File: src/rtl/asn1_time_string_parser_assert.svh
// assertion macros for the time string parser
`ifndef ASN1_TIME_STRING_PARSER_ASSERT_SVH
`define ASN1_TIME_STRING_PARSER_ASSERT_SVH

// checked only while out of reset
`define ASN1TS_ASSERT(lbl, prop, msg) \
    lbl: assert property (@(posedge aclk) disable iff (!aresetn) prop) else $error(msg);

// checked on every edge, reset included
`define ASN1TS_ASSERT_ALWAYS(lbl, prop, msg) \
    lbl: assert property (@(posedge aclk) prop) else $error(msg);

`endif

File: src/rtl/asn1ts_pkg.sv
`default_nettype none

package asn1ts_pkg;

    localparam logic [7:0] TAG_UTC    = 8'h17;
    localparam logic [7:0] TAG_GEN    = 8'h18;
    localparam logic [7:0] ZULU       = 8'h5A;
    localparam logic [7:0] ASCII_ZERO = 8'h30;
    localparam logic [7:0] ASCII_NINE = 8'h39;
    localparam logic [3:0] DIGITS_UTC = 4'd14 - 4'd2;
    localparam logic [3:0] DIGITS_GEN = 4'd14;
    localparam logic [3:0] POS_MAX    = 4'd15;

    localparam int PAIR_COUNT = 7;
    localparam int PAIR_W     = 7;
    localparam int RESULT_W   = 41;
    localparam int TDATA_OUT_W = ((RESULT_W + 7) / 8) * 8;

    localparam logic [13:0] YEAR_MAX     = 14'd9999;
    localparam logic [13:0] BASE_2000    = 14'd2000;
    localparam logic [13:0] BASE_1900    = 14'd1900;
    localparam logic [13:0] CENTURY_MUL  = 14'd100;
    localparam logic [6:0]  PIVOT_YEAR   = 7'd50;
    localparam logic [6:0]  CENTURY_20   = 7'd20;
    localparam logic [6:0]  HOUR_MAX     = 7'd23;
    localparam logic [6:0]  MINSEC_MAX   = 7'd59;

    typedef logic [PAIR_W-1:0] pair_t;
    typedef pair_t [PAIR_COUNT-1:0] pairs_t;

    // element summary handed from the state tracker to the checker
    typedef struct packed {
        logic err;
        logic long_form;
    } close_info_t;

    typedef struct packed {
        logic        status;
        logic [13:0] year;
        logic [3:0]  month;
        logic [4:0]  day;
        logic [4:0]  hour;
        logic [5:0]  minute;
        logic [5:0]  second;
    } result_t;

    function automatic logic [4:0] month_days(input logic [6:0] mo, input logic leap);
        logic [4:0] lim;
        case (mo)
            7'd1, 7'd3, 7'd5, 7'd7, 7'd8, 7'd10, 7'd12: lim = 5'd31;
            7'd4, 7'd6, 7'd9, 7'd11:                   lim = 5'd30;
            7'd2:                                      lim = leap ? 5'd29 : 5'd28;
            default:                                   lim = 5'd0;
        endcase
        return lim;
    endfunction

endpackage

`default_nettype wire

File: src/rtl/asn1ts_state.sv
`default_nettype none

module asn1ts_state
    import asn1ts_pkg::*;
(
    input  wire logic        aclk,
    input  wire logic        aresetn,
    input  wire logic        go,
    input  wire logic [7:0]  tag,
    input  wire logic [7:0]  data,
    input  wire logic        last,
    output close_info_t      closing,
    output pairs_t           pairs
);

    logic [3:0] pos_reg, pos_next;
    logic       long_reg, long_next;
    logic       err_reg, err_next;
    pairs_t     pairs_reg;

    logic       first;
    logic       long_eff;
    logic       err_start;
    logic [3:0] ndig;
    logic       is_digit;
    logic [3:0] digit;
    logic [2:0] idx;
    pair_t      pair_old;
    pair_t      pair_new;
    logic       pair_we;
    logic [10:0] times_ten;

    always_comb begin
        first     = (pos_reg == 4'd0);
        long_eff  = first ? (tag == TAG_GEN) : long_reg;
        err_start = err_reg | (first & (tag != TAG_GEN) & (tag != TAG_UTC));
        ndig      = long_eff ? DIGITS_GEN : DIGITS_UTC;
        is_digit  = (data >= ASCII_ZERO) && (data <= ASCII_NINE);
        digit     = 4'(data - ASCII_ZERO);
        idx       = pos_reg[3:1];
        pair_old  = pairs_reg[idx];
        times_ten = 11'(pair_old) * 11'd10 + 11'(digit);
        // even position opens a fresh pair
        pair_new  = pos_reg[0] ? times_ten[PAIR_W-1:0] : PAIR_W'(digit);
        pair_we   = 1'b0;
        err_next  = err_start;
        if (pos_reg < ndig) begin
            if (!is_digit) begin
                err_next = 1'b1;
            end else if (!err_start) begin
                pair_we = 1'b1;
            end
        end else if (pos_reg == ndig) begin
            if (data != ZULU) begin
                err_next = 1'b1;
            end
        end else begin
            err_next = 1'b1;
        end
        closing.err       = err_next | (pos_reg != ndig);
        closing.long_form = long_eff;
        long_next         = long_eff;
        pos_next          = (pos_reg == POS_MAX) ? pos_reg : pos_reg + 4'd1;
    end

    always_ff @(posedge aclk) begin
        if (!aresetn) begin
            pos_reg  <= 4'd0;
            long_reg <= 1'b0;
            err_reg  <= 1'b0;
        end else if (go) begin
            if (last) begin
                pos_reg  <= 4'd0;
                long_reg <= 1'b0;
                err_reg  <= 1'b0;
            end else begin
                pos_reg  <= pos_next;
                long_reg <= long_next;
                err_reg  <= err_next;
            end
        end
    end

    always_ff @(posedge aclk) begin
        if (go && pair_we) begin
            pairs_reg[idx] <= pair_new;
        end
    end

    assign pairs = pairs_reg;

endmodule

`default_nettype wire

File: src/rtl/asn1ts_check.sv
`default_nettype none

module asn1ts_check
    import asn1ts_pkg::*;
(
    input  wire close_info_t closing,
    input  wire pairs_t      pairs,
    output result_t          result
);

    logic [13:0] year;
    pair_t       yy;
    pair_t       cc;
    pair_t       mo;
    pair_t       dd;
    pair_t       hh;
    pair_t       mi;
    pair_t       ss;
    logic        leap;
    logic [4:0]  lim;
    logic        ok;

    always_comb begin
        if (closing.long_form) begin
            year = 14'(pairs[0]) * CENTURY_MUL + 14'(pairs[1]);
            yy   = pairs[1];
            cc   = pairs[0];
            mo   = pairs[2];
            dd   = pairs[3];
            hh   = pairs[4];
            mi   = pairs[5];
            ss   = pairs[6];
        end else begin
            year = 14'(pairs[0]) + ((pairs[0] < PIVOT_YEAR) ? BASE_2000 : BASE_1900);
            yy   = pairs[0];
            cc   = CENTURY_20;
            mo   = pairs[1];
            dd   = pairs[2];
            hh   = pairs[3];
            mi   = pairs[4];
            ss   = pairs[5];
        end
        // century years are leap only when the century divides by four
        leap = ((yy[1:0] == 2'd0) && (yy != '0)) || ((yy == '0) && (cc[1:0] == 2'd0));
        lim  = month_days(mo, leap);
        ok   = !closing.err && (year <= YEAR_MAX) && (lim != 5'd0)
               && (dd != '0) && (dd <= PAIR_W'(lim))
               && (hh <= HOUR_MAX) && (mi <= MINSEC_MAX) && (ss <= MINSEC_MAX);
        result = '0;
        if (ok) begin
            result.year   = year;
            result.month  = mo[3:0];
            result.day    = dd[4:0];
            result.hour   = hh[4:0];
            result.minute = mi[5:0];
            result.second = ss[5:0];
        end else begin
            result.status = 1'b1;
        end
    end

endmodule

`default_nettype wire

File: src/rtl/asn1_time_string_parser.sv
// asn1 time string parser: one content byte per transfer, one result per element
// an accepted last byte passes the input register, then the result register, to m_tvalid;
// a held result stalls that closing byte in the input register
// throughput: one byte per cycle, a closing byte waiting only while a result is held
// reset: aresetn low clears both stage valids and the element tracking state
`default_nettype none

`include "asn1_time_string_parser_assert.svh"

module asn1_time_string_parser
    import asn1ts_pkg::*;
(
    input  wire logic                   aclk,
    input  wire logic                   aresetn,
    input  wire logic                   s_tvalid,
    output logic                        s_tready,
    input  wire logic [7:0]             s_tdata,   // data_byte
    input  wire logic [7:0]             s_tuser,   // element_tag
    input  wire logic                   s_tlast,   // last_byte
    output logic                        m_tvalid,
    input  wire logic                   m_tready,
    output logic [TDATA_OUT_W-1:0]      m_tdata    // status, year, month, day, hour,
                                                   // minute, second, zero pad
);

    // input register stage
    logic       in_valid_reg;
    logic [7:0] in_tag_reg;
    logic [7:0] in_byte_reg;
    logic       in_last_reg;

    // result register stage
    logic                   m_tvalid_reg;
    logic [TDATA_OUT_W-1:0] m_tdata_reg;

    logic        out_free;
    logic        proc_go;
    logic        close_go;
    close_info_t closing;
    pairs_t      pairs;
    result_t     result;

    // result views watched by the checks at the end
    logic                res_bad;
    logic                res_good;
    logic [RESULT_W-2:0] res_fields;
    logic                res_month_ok;
    logic                res_hour_ok;
    logic                any_valid;

    // a non-last byte only touches state, so it never waits on the result side
    assign out_free = !m_tvalid_reg || m_tready;
    assign proc_go  = in_valid_reg && (!in_last_reg || out_free);
    assign close_go = proc_go && in_last_reg;
    assign s_tready = !in_valid_reg || proc_go;

    always_ff @(posedge aclk) begin
        if (!aresetn) begin
            in_valid_reg <= 1'b0;
        end else if (s_tready) begin
            in_valid_reg <= s_tvalid;
        end
    end

    always_ff @(posedge aclk) begin
        if (s_tvalid && s_tready) begin
            in_tag_reg  <= s_tuser;
            in_byte_reg <= s_tdata;
            in_last_reg <= s_tlast;
        end
    end

    // per-element position, tag form, error flag and digit pairs
    asn1ts_state u_state (
        .aclk    (aclk),
        .aresetn (aresetn),
        .go      (proc_go),
        .tag     (in_tag_reg),
        .data    (in_byte_reg),
        .last    (in_last_reg),
        .closing (closing),
        .pairs   (pairs)
    );

    // year mapping and calendar / clock range checks on the closing byte
    asn1ts_check u_check (
        .closing (closing),
        .pairs   (pairs),
        .result  (result)
    );

    always_ff @(posedge aclk) begin
        if (!aresetn) begin
            m_tvalid_reg <= 1'b0;
        end else if (close_go) begin
            m_tvalid_reg <= 1'b1;
        end else if (m_tready) begin
            m_tvalid_reg <= 1'b0;
        end
    end

    always_ff @(posedge aclk) begin
        if (close_go) begin
            m_tdata_reg <= TDATA_OUT_W'({result.second, result.minute, result.hour,
                                         result.day, result.month, result.year,
                                         result.status});
        end
    end

    assign m_tvalid = m_tvalid_reg;
    assign m_tdata  = m_tdata_reg;

    assign res_bad      = m_tvalid_reg && m_tdata_reg[0];
    assign res_good     = m_tvalid_reg && !m_tdata_reg[0];
    assign res_fields   = m_tdata_reg[RESULT_W-1:1];
    assign res_month_ok = (m_tdata_reg[18:15] != 4'd0) && (m_tdata_reg[18:15] <= 4'd12);
    assign res_hour_ok  = (m_tdata_reg[28:24] <= 5'd23);
    assign any_valid    = m_tvalid_reg || in_valid_reg;

    // an invalid element carries all-zero fields
    `ASN1TS_ASSERT(a_invalid_zero, res_bad |-> res_fields == '0, "invalid with fields")
    // a valid result has a real month and hour
    `ASN1TS_ASSERT(a_valid_range, res_good |-> res_month_ok && res_hour_ok, "out of range")
    // a new result only follows the closing byte of an element
    `ASN1TS_ASSERT(a_result_src, $rose(m_tvalid_reg) |-> $past(close_go), "stray result")
    // nothing is presented right after reset
    `ASN1TS_ASSERT_ALWAYS(a_reset_idle, !aresetn |=> !any_valid, "valid set after reset")

endmodule

`default_nettype wire
File: config.mk
export PLATFORM = sky130hd
export DESIGN_NAME = asn1_time_string_parser
export DESIGN_NICKNAME = d
export VERILOG_FILES = /design/src/rtl/asn1ts_pkg.sv /design/src/rtl/asn1ts_state.sv /design/src/rtl/asn1ts_check.sv /design/src/rtl/asn1_time_string_parser.sv
export VERILOG_INCLUDE_DIRS = /design/src /design/src/rtl
export SDC_FILE = /design/constraint.sdc
export NUM_CORES = 1
export LEC_CHECK = 0
export BUFFER_PORTS_ARGS = -buffer_cell sky130_fd_sc_hd__buf_4
export CORE_MARGIN = 10
export CORE_UTILIZATION = 55
export CTS_CLUSTER_DIAMETER = 80
export DETAILED_ROUTE_END_ITERATION = 7
export PLACE_DENSITY = 0.75
export RECOVER_POWER = 100
export SLEW_MARGIN = 20
export SYNTH_ARGS = -nofsm -noshare
export SYNTH_HDL_FRONTEND = slang
export SYNTH_SLANG_ARGS = --single-unit
File: constraint.sdc
create_clock -name aclk -period 6 [get_ports aclk]
set_clock_uncertainty 0.15 [all_clocks]
set_input_delay 0.3 -clock aclk [delete_from_list [all_inputs] [get_ports aclk]]
set_output_delay 0.3 -clock aclk [all_outputs]
set_load 0.05 [all_outputs]
==> results of run 1 <==
final timing paths:
check	from	endpoint	slack [ps]
worst max-delay path	u_state.pos_reg[1]	m_tdata[0]	580
worst min-delay path	s_tvalid	in_valid_reg	40
worst max register to register	u_state.pos_reg[1]	m_tdata[0]	580
worst min register to register	in_valid_reg	in_valid_reg	420
kinds of logic after synthesis:
kind of cell | after synthesis
multiplexers | 45
other | 1
buffers and inverters | 60
adder cells (fa/ha/maj) | 58
AND/OR/NAND/NOR | 140
XOR/XNOR | 22
AO/OA/AOI/OAI | 136
flip-flops | 115
power by group:
| part | internal, mW | switching, mW | total, mW |
|---|---|---|---|
| Clock | 0.766 | 0.344 | 1.11 |
| Sequential | 0.890 | 0.00796 | 0.898 |
| Combinational | 0.0301 | 0.0612 | 0.0913 |
placed cells by master (no fill, tap or decap), types with 4 or more instances in the layout:
cell,n
a211oi_1,8
a21o_1,5
a21oi_1,20
a311oi_1,37
and2_1,6
buf_4,8
bufinv_16,5
clkbuf_1,48
clkbuf_16,17
clkbuf_4,17
conb_1,7
dfxtp_1,8
dlygate4sd3_1,18
edfxtp_1,107
fa_1,6
ha_1,52
inv_1,25
mux2i_1,35
mux4_2,6
nand2_1,22
nand2b_1,7
nand3_1,8
nand4_1,5
nor2_1,37
nor2b_1,14
nor3_1,5
o211ai_1,4
o21a_1,8
o21ai_0,21
or2_2,5
xnor2_1,11
xor2_1,10
layer usage:
layer	vias up	share of wire
met1	2455	0.44
met4	0	0.016
met3	19	0.075
met5	-	0
li1	2402	-
met2	195	0.47
worst max-delay path: cells and delay by family, from the launching register on:
family / cells / cell delay (ps)
compound gates: 8 / 1390
buf+inv: 4 / 1160
simple gates: 6 / 1550
fa+ha+maj: 2 / 420
flops: 1 / 480
area by class of cell:
cell class	count	area, sq um	share of cell area
sequential	115	3370	0.410
timing repair buffer	89	541	0.0657
inverter	27	101	0.0123
clock buffer	22	474	0.0576
clock inverter	10	178	0.0216
multi-input combinational	408	3350	0.407
tap	172	215	0.0261
metrics by stage:
stage	setup WS (ps)	hold slack, ps	cells	power, mW	cell area [sq um]
6_report	578	39.1	843	2.10	8230
5_1_grt	81.9	22.2	843	2.16	8230
4_1_cts	646	24.5	843	2.11	8410
3_5_place_dp	669	329	793	1.00	7570
3_3_place_gp	800	328	793	0.998	7570
2_1_floorplan	1770	249	583	0.972	6990
==> metrics, run 1 <==
Critical-path top delay cell nor2_4; share of layout cells above drive strength 1 0.125; final worst-path cycle share 0.904; synthesized instance count 577; # DRC 0; Critical Path RT 6020 ps; vias 5071; Vias/cell 6.02; Cell Chain, Critical Path clkinv_1 -> ha_1 -> nor3b_4 -> and3_1 -> nor2_4 -> inv_2 -> buf_4 -> o21ai_0 -> o21ai_0 -> o311ai_0 -> and3_1 -> ha_1 -> nor2b_1 -> o21a_1 -> o21a_1 -> o21a_1 -> o22ai_1 -> nand4_2 -> buf_4 -> a31o_2; most frequent cells after synthesis edfxtp_1, ha_1, a311oi_1, nor2_1, mux2i_1; CTS Buffer Depth 2; yosys warns 0; met1 usage 0.241; DIE WIDTH 133 um; GR peak layer met2; Worst Tran Pin Value 2190 ps; mux contribution to synthesized area 0.0761; initial antenna violation count 0; TritonCTS Buffers 17; Antenna Cells 0; status complete, but fails checks; Syn Area/Cell 12.1 sq um; routability cong. 0.915; H-Tree Depth 4; GRT overflow 0; Core Rows 41; path depth of the worst reg2reg path 20; ys flop type edfxtp_1; Port Buffers 63; Synth Area in Adders 0.111; Final setup viols 0; Fill cells 985; Yosys reg bits 115; Clk Latency, worst-skew pair 420 ps; First-pass DRT Iterations 6; WL/cell 19.8 um; met3 Resource Use GR 0.0606; post-synthesis sequential area ratio 0.484; unrepaired setup endpoints after global routing no; Crit path arrival time 5440 ps; initial drt markers 578; post-synth top area cell edfxtp_1; Final Critical Period 5420 ps; Pleak 3.08 nW; vias in the first global route 5100; # nets final 737; CP Max Fanout 67; Post-synth EDFFs 107; Achievable Freq 184 MHz; Synth cell types 74; largest net degree at the start of global routing 68; CTS resizes 0; Core ar. 12500 sq um; failing checks capacitance limit, slew limit; met2 usage 0.306; TritonCTS clock tree yes; clk sinks 115; synth top area cells edfxtp_1, ha_1, mux2i_1, a311oi_1, dfxtp_1; hold path depth 3; max reg flops 49; mapped cell area 6970 sq um; CP Launch Type flip-flop; post-DP HPWL 11.9 mm; Die ar. 17600 sq um; buffer count from post-CTS setup fixing 0; final number of hold-violating endpoints 0; dominant cell by count in the synthesized netlist edfxtp_1; area share of and/or/nand/nor cells after synthesis 0.115; final number of max-transition violations 42; number of max-cap violations 1; most frequent CP cell o21a_1; Worst Hold Class input pin to flip-flop; CTS root buf clkbuf_16; # hold bufs at CTS 18; first-pass GRT wire length 27.2 mm; DRT Wirelength 16.7 mm; IO Pins 71; Initial Utilization 0.557; Crit. End Element flip-flop; XOR/XNOR Fraction of Synth Area 0.0276; max_slew headroom -0.457; main combinational cell family by area after synthesis compound AO/OA/AOI/OAI gates; Worst-path clk slew 60 ps; setup TNS 0 ps; critical path class flip-flop to flip-flop; area grow syn2layout 18.1%; Max VDD drop 0.201 mV; Die H 133 um; Core Util, Final 0.658; Synth Area in Compound Gates 0.146; post-synth top area share 0.461; Power Density 255 nW/um^2; gr usage total 0.192; Crit path largest cell delay 650 ps; Routed Antenna Nets 0; asr flop ratio synth 0
No activity file was read; power rests on OpenSTA's default activity.
==> inputs of run 2 (changes only) <==
Settings changed: CAP_MARGIN set to 10, SYNTH_HIERARCHICAL set to 1.
==> run 2 against run 1 <==
Against the previous run:
- register-to-register slack got worse by 50 ps
- core utilization fell by 0.36 points
- the flow still finishes with violations (capacitance limit, slew limit)
- combinational power rose by 5.0%
==> metrics, run 2 <==
Die H 133 um; Crit path arrival time 5490 ps; first-pass GRT wire length 25.9 mm; Routed Antenna Nets 0; GRT overflow 0; Hold Worst Slack 22.4 ps; hold path depth 2; Core ar. 12600 sq um; wire length on met2 7.40 mm; CTS root buf clkbuf_16; TritonCTS clock tree yes; final worst-path cycle share 0.911; register share of total power 0.457; met3 WL 1.17 mm; largest net degree at the start of global routing 42; clk sinks 115; Final Critical Period 5470 ps; DRT Wirelength 15.8 mm; Crit Reg-Reg Startpoint u_state/pos_reg[0]; final number of hold-violating endpoints 0; area grow syn2layout 17.2%; Die ar. 17700 sq um; status complete, but fails checks; path depth of the worst reg2reg path 17; area share of and/or/nand/nor cells after synthesis 0.119; DIE WIDTH 133 um; commonest non-fill, non-tap cell in the layout edfxtp_1; Antenna Cells 0; setup TNS 0 ps; hold path startpoint aresetn; Initial Utilization 0.558; internal power 1.57 mW; CP Launch Type flip-flop; TritonCTS Buffers 17; Clk Latency, worst-skew pair 410 ps; Port Buffers 63; max_slew headroom -0.109; vias 5180; Synth Area in Compound Gates 0.144; WL/cell 18.4 um; main combinational cell family by area after synthesis compound AO/OA/AOI/OAI gates; CP Max Fanout 32; Worst-path clk slew 50 ps; dominant cell by count in the synthesized netlist edfxtp_1; Syn Area/Cell 11.9 sq um; First-pass DRT Iterations 5; post-synth top area share 0.458; yosys warns 6; Pleak 2.98 nW; critical path class flip-flop to flip-flop; max reg flops 49; R2R Setup Slk 530 ps; gr usage total 0.179; Combinational Power Share 0.049; asr flop ratio synth 0; Synth Area in Adders 0.112; share of layout cells above drive strength 1 0.128; placed instance area 7680 sq um; final number of max-transition violations 20; XOR/XNOR Fraction of Synth Area 0.0219; vias in the first global route 5103; synthesized instance count 589; IO Pins 71; hold worst-path end u_state/long_reg; met1 wire length 6.91 mm; Core Rows 41; post-synthesis sequential area ratio 0.481; CTS resizes 0; Synth cell types 83; top layer in use met4; post-synth top area cell edfxtp_1; # nets final 757; mux contribution to synthesized area 0.0774; NetSw 402 uW; Post-synth EDFFs 107; Worst Hold Class input pin to flip-flop; # DRC 0; Crit. End Element flip-flop; post-DP HPWL 11.5 mm; most frequent cells after synthesis edfxtp_1, ha_1, nor2_1; routability cong. 0.873; Achievable Freq 183 MHz; CTS Buffer Depth 2; Vias/cell 6.02; R2R Path End m_tdata[11]; Critical Path RT 6020 ps; initial antenna violation count 0; Net Sw Frac 0.204; synth top area cells edfxtp_1, ha_1, mux2i_1, a211oi_1, dfxtp_1; ys flop type edfxtp_1; unrepaired setup endpoints after global routing no; post-route cell area 8220 sq um; number of max-cap violations 1; commonest non-fill, non-tap cells in the layout edfxtp_1, clkbuf_1, ha_1; H-Tree Depth 4; mapped cell area 7010 sq um; Worst Tran Pin Value 1660 ps; Final setup viols 0; Power Density 239 nW/um^2; Yosys reg bits 115; power share of the clock group 0.494; initial drt markers 448; Max VDD drop 0.225 mV; failing checks capacitance limit, slew limit
-- run 2: kinds of logic after synthesis --
logic type	after synthesis
AOI/OAI and AO/OA	139
and+or+nand+nor	150
other	1
adders and majority gates	59
muxes	45
buffers and inverters	64
xor gates and xnor gates	16
DFF	115
-- run 2: how the worst max path moves through the flow --
stage,cells after the start,startpoint,to,slack (ps)
2_1_floorplan,16,in_tag_reg[5],m_tdata[0],1050
3_3_place_gp,14,in_tag_reg[5],m_tdata[10],860
3_5_place_dp,14,in_tag_reg[5],m_tdata[10],660
4_1_cts,14,in_tag_reg[5],m_tdata[10],570
5_1_grt,14,in_tag_reg[5],m_tdata[10],80
6_report,17,u_state/pos_reg[0],m_tdata[11],530
-- run 2: area by class of cell --
| cell class | count | area, sq um |
|---|---|---|
| inverters | 31 | 116 |
| flip-flops and latches | 115 | 3370 |
| fillers | 971 | 4350 |
| clock inverters | 11 | 138 |
| well taps | 172 | 215 |
| clock buffers | 20 | 437 |
| repair buffers | 96 | 574 |
| multi-input cells | 416 | 3370 |
-- run 2: metal layers --
metal	vias up	track usage
met5	-	0
met4	0	0.0715
met3	27	0.0564
met1	2489	0.227
met2	222	0.279
li1	2442	-
-- run 2: power groups by stage --
stage | Clock (mW) | Sequential [mW] | Combinational, mW
floorplan | 0 | 0.933 | 0.0450
global placement | 0 | 0.914 | 0.0909
detailed placement | 0 | 0.915 | 0.0926
CTS | 0.986 | 0.899 | 0.102
global route | 1.02 | 0.900 | 0.103
finish | 0.973 | 0.899 | 0.0959
-- run 2: through the flow --
step | std cells | worst slack [ps] | power [mW] | utilization
final | 861 | 531 | 1.97 | 0.654
after global routing | 861 | 77.8 | 2.02 | 0.654
after CTS | 860 | 573 | 1.99 | 0.671
after detailed placement | 811 | 660 | 1.01 | 0.611
after global placement | 811 | 862 | 1.00 | 0.611
after floorplan | 595 | 1050 | 0.978 | -
-- run 2: critical path, cell delays in order, from the launching register on --
cell,delay [ps]
dfxtp_1,380
inv_1,210
ha_1,180
nand2b_1,130
o21ai_0,340
o41ai_4,150
ha_1,220
or4b_2,610
nor3b_1,270
nand4_1,160
a21oi_1,160
nand2_1,90
nor3_1,190
nand3_1,120
or3_1,410
a211oi_4,450
nand2_2,450
a2111oi_0,520
-- run 2: repair_timing --
| item | 4_1_cts | 5_1_grt |
|---|---|---|
| hold endpoints to repair | 18 | 0 |
| hold buffers | 18 | 0 |
| buffers inserted | 0 | 0 |
==> inputs of run 3 (changes only) <==
Settings changed: CELL_PAD_IN_SITES_DETAIL_PLACEMENT set to 1, CELL_PAD_IN_SITES_GLOBAL_PLACEMENT set to 2, CORE_UTILIZATION 55 to 44, PLACE_DENSITY 0.75 to unset, PLACE_DENSITY_LB_ADDON set to 0.1.
Clock period 6 ns to 6.7 ns, I/O delays scaled along.
==> run 3 against run 2 <==
Against the previous run:
- the flow still finishes with violations (capacitance limit, slew limit)
- worst setup slack better by 270 ps
- critical path depth unchanged
- non-clock buffer count down 2
- hold slack better by 23 ps
- routed wire length up 17%
- via count down 1.2%
- count of clock-buffer cells in the layout down 2
- fmax down 7.3%
==> metrics, run 3 (synthesis gave the netlist of run 2 again) <==
Combinational Power Share 0.049; Cell Chain, Critical Path or4b_2 -> o41ai_4 -> buf_4 -> nor4b_1 -> a21oi_1 -> a31oi_1 -> o21ai_0 -> ha_1 -> nor2b_1 -> o21a_1 -> o21a_1 -> o21a_1 -> o22ai_1 -> clkbuf_1 -> nand2_2 -> buf_4 -> a211oi_1; WL/cell 20.5 um; Vias/cell 5.66; Crit path arrival time 5980 ps; initial drt markers 239; R2R Setup Slk 800 ps; clk sinks 115; Worst Hold Class input pin to flip-flop; register share of total power 0.453; critical path class flip-flop to flip-flop; vias 5118; Port Buffers 63; DIE WIDTH 146 um; Die ar. 21400 sq um; H-Tree Depth 4; TritonCTS clock tree yes; setup TNS 0 ps; TritonCTS Buffers 17; commonest non-fill, non-tap cell in the layout edfxtp_1; First-pass DRT Iterations 4; routability cong. 0.806; number of max-cap violations 2; Crit path largest cell delay 850 ps; Critical-path top delay cell o41ai_4; Die H 146 um; vias in the first global route 5425; gr usage total 0.176; post-DP HPWL 13.5 mm; failing checks capacitance limit, slew limit; most frequent CP cell o21a_1; share of layout cells above drive strength 1 0.134; # nets final 755; area grow syn2layout 17.9%; CTS Buffer Depth 2; Clk Latency, worst-skew pair 420 ps; Pleak 2.98 nW; max_slew headroom -0.158; commonest non-fill, non-tap cells in the layout edfxtp_1, ha_1, clkbuf_1; internal power 1.35 mW; GRT overflow 0; Critical Path RT 6780 ps; largest net degree at the start of global routing 47; first-pass GRT wire length 30.3 mm; CP Launch Type flip-flop; Initial Utilization 0.445; CP Max Fanout 46; max reg flops 49; power share of the clock group 0.498; DRT Wirelength 18.5 mm; Power Density 215 nW/um^2; Core Rows 46; Worst Tran Pin Value 1720 ps; final number of hold-violating endpoints 0; crit path buf inv count 3; Worst-path clk slew 60 ps; status complete, but fails checks; Net Sw Frac 0.237; unrepaired setup endpoints after global routing no; NetSw 421 uW; Crit. End Element flip-flop; IO Pins 71; final number of max-transition violations 16; Tot Pwr 1.77 mW; Antenna Cells 0; Final Critical Period 5900 ps; Achievable Freq 170 MHz; Fill cells 1732; Max VDD drop 0.206 mV; buffer count from post-CTS setup fixing 0; Routed Antenna Nets 0; CP top delay family compound AO/OA/AOI/OAI gates; Core ar. 15800 sq um; # hold bufs at CTS 18; CTS resizes 0; final worst-path cycle share 0.880; CTS root buf clkbuf_16; Final setup viols 0; initial antenna violation count 0; # DRC 0; Core Util, Final 0.524
run 3: cell count changes in the layout (fill, tap and decap cells not counted), moves of 2 or more:
cell and delta:
clkinv_2 -2, bufinv_16 -2, clkbuf_1 -4, inv_6 +7
run 3: final timing paths:
kind	from	end	cells after the start
hold / removal	aresetn	u_state/long_reg	2
setup / recovery	in_tag_reg[5]	m_tdata[28]	17
setup reg to reg	in_tag_reg[5]	m_tdata[28]	17
hold reg to reg	m_tvalid	m_tvalid	2
run 3: cell type report:
class                      instances  area [sq um]  share of cell area
sequential                       115          3370               0.408
multi-input combinational        416          3370               0.407
timing repair buffer              94           563              0.0681
clock buffer                      18           439              0.0531
tap                              216           270              0.0327
clock inverter                    14           143              0.0172
inverter                          31           116              0.0141
run 3: power groups by stage:
| stage | combinational, mW | sequential (mW) | clock (mW) |
|---|---|---|---|
| floorplan | 0.0403 | 0.835 | 0 |
| global placement | 0.0821 | 0.818 | 0 |
| detailed placement | 0.0842 | 0.819 | 0 |
| CTS | 0.0928 | 0.804 | 0.903 |
| global route | 0.0941 | 0.805 | 0.939 |
| finish | 0.0868 | 0.804 | 0.884 |
run 3: metrics by stage:
| step | setup WS (ps) | area (sq um) | hold slack (ps) | std cells |
|---|---|---|---|---|
| finish | 802 | 8270 | 45.7 | 904 |
| detailed placement | 1130 | 7730 | 365 | 853 |
| global route | 424 | 8270 | 42.8 | 904 |
| CTS | 1090 | 8490 | 27.6 | 903 |
| global placement | 1400 | 7730 | 363 | 853 |
| floorplan | 1750 | 7040 | 284 | 595 |
run 3: worst reg2reg max path: stages, from the launching register on:
cell and delay, ps:
edfxtp_1 360, or4b_2 740, o41ai_4 850, buf_4 650
nor4b_1 330, a21oi_1 110, a31oi_1 210, o21ai_0 120
ha_1 300, nor2b_1 150, o21a_1 170, o21a_1 170
o21a_1 170, o22ai_1 110, clkbuf_1 370, nand2_2 190
buf_4 270, a211oi_1 290
run 3: metal layers:
metal  part of all wire  global-route usage  up-vias  wire, um
met2               0.48               0.284      126      8840
met4              0.014              0.0455        0       252
li1                   -                   -     2441         -
met1               0.47               0.229     2539      8620
met5                  0                   0        -         0
met3              0.044              0.0482       12       822
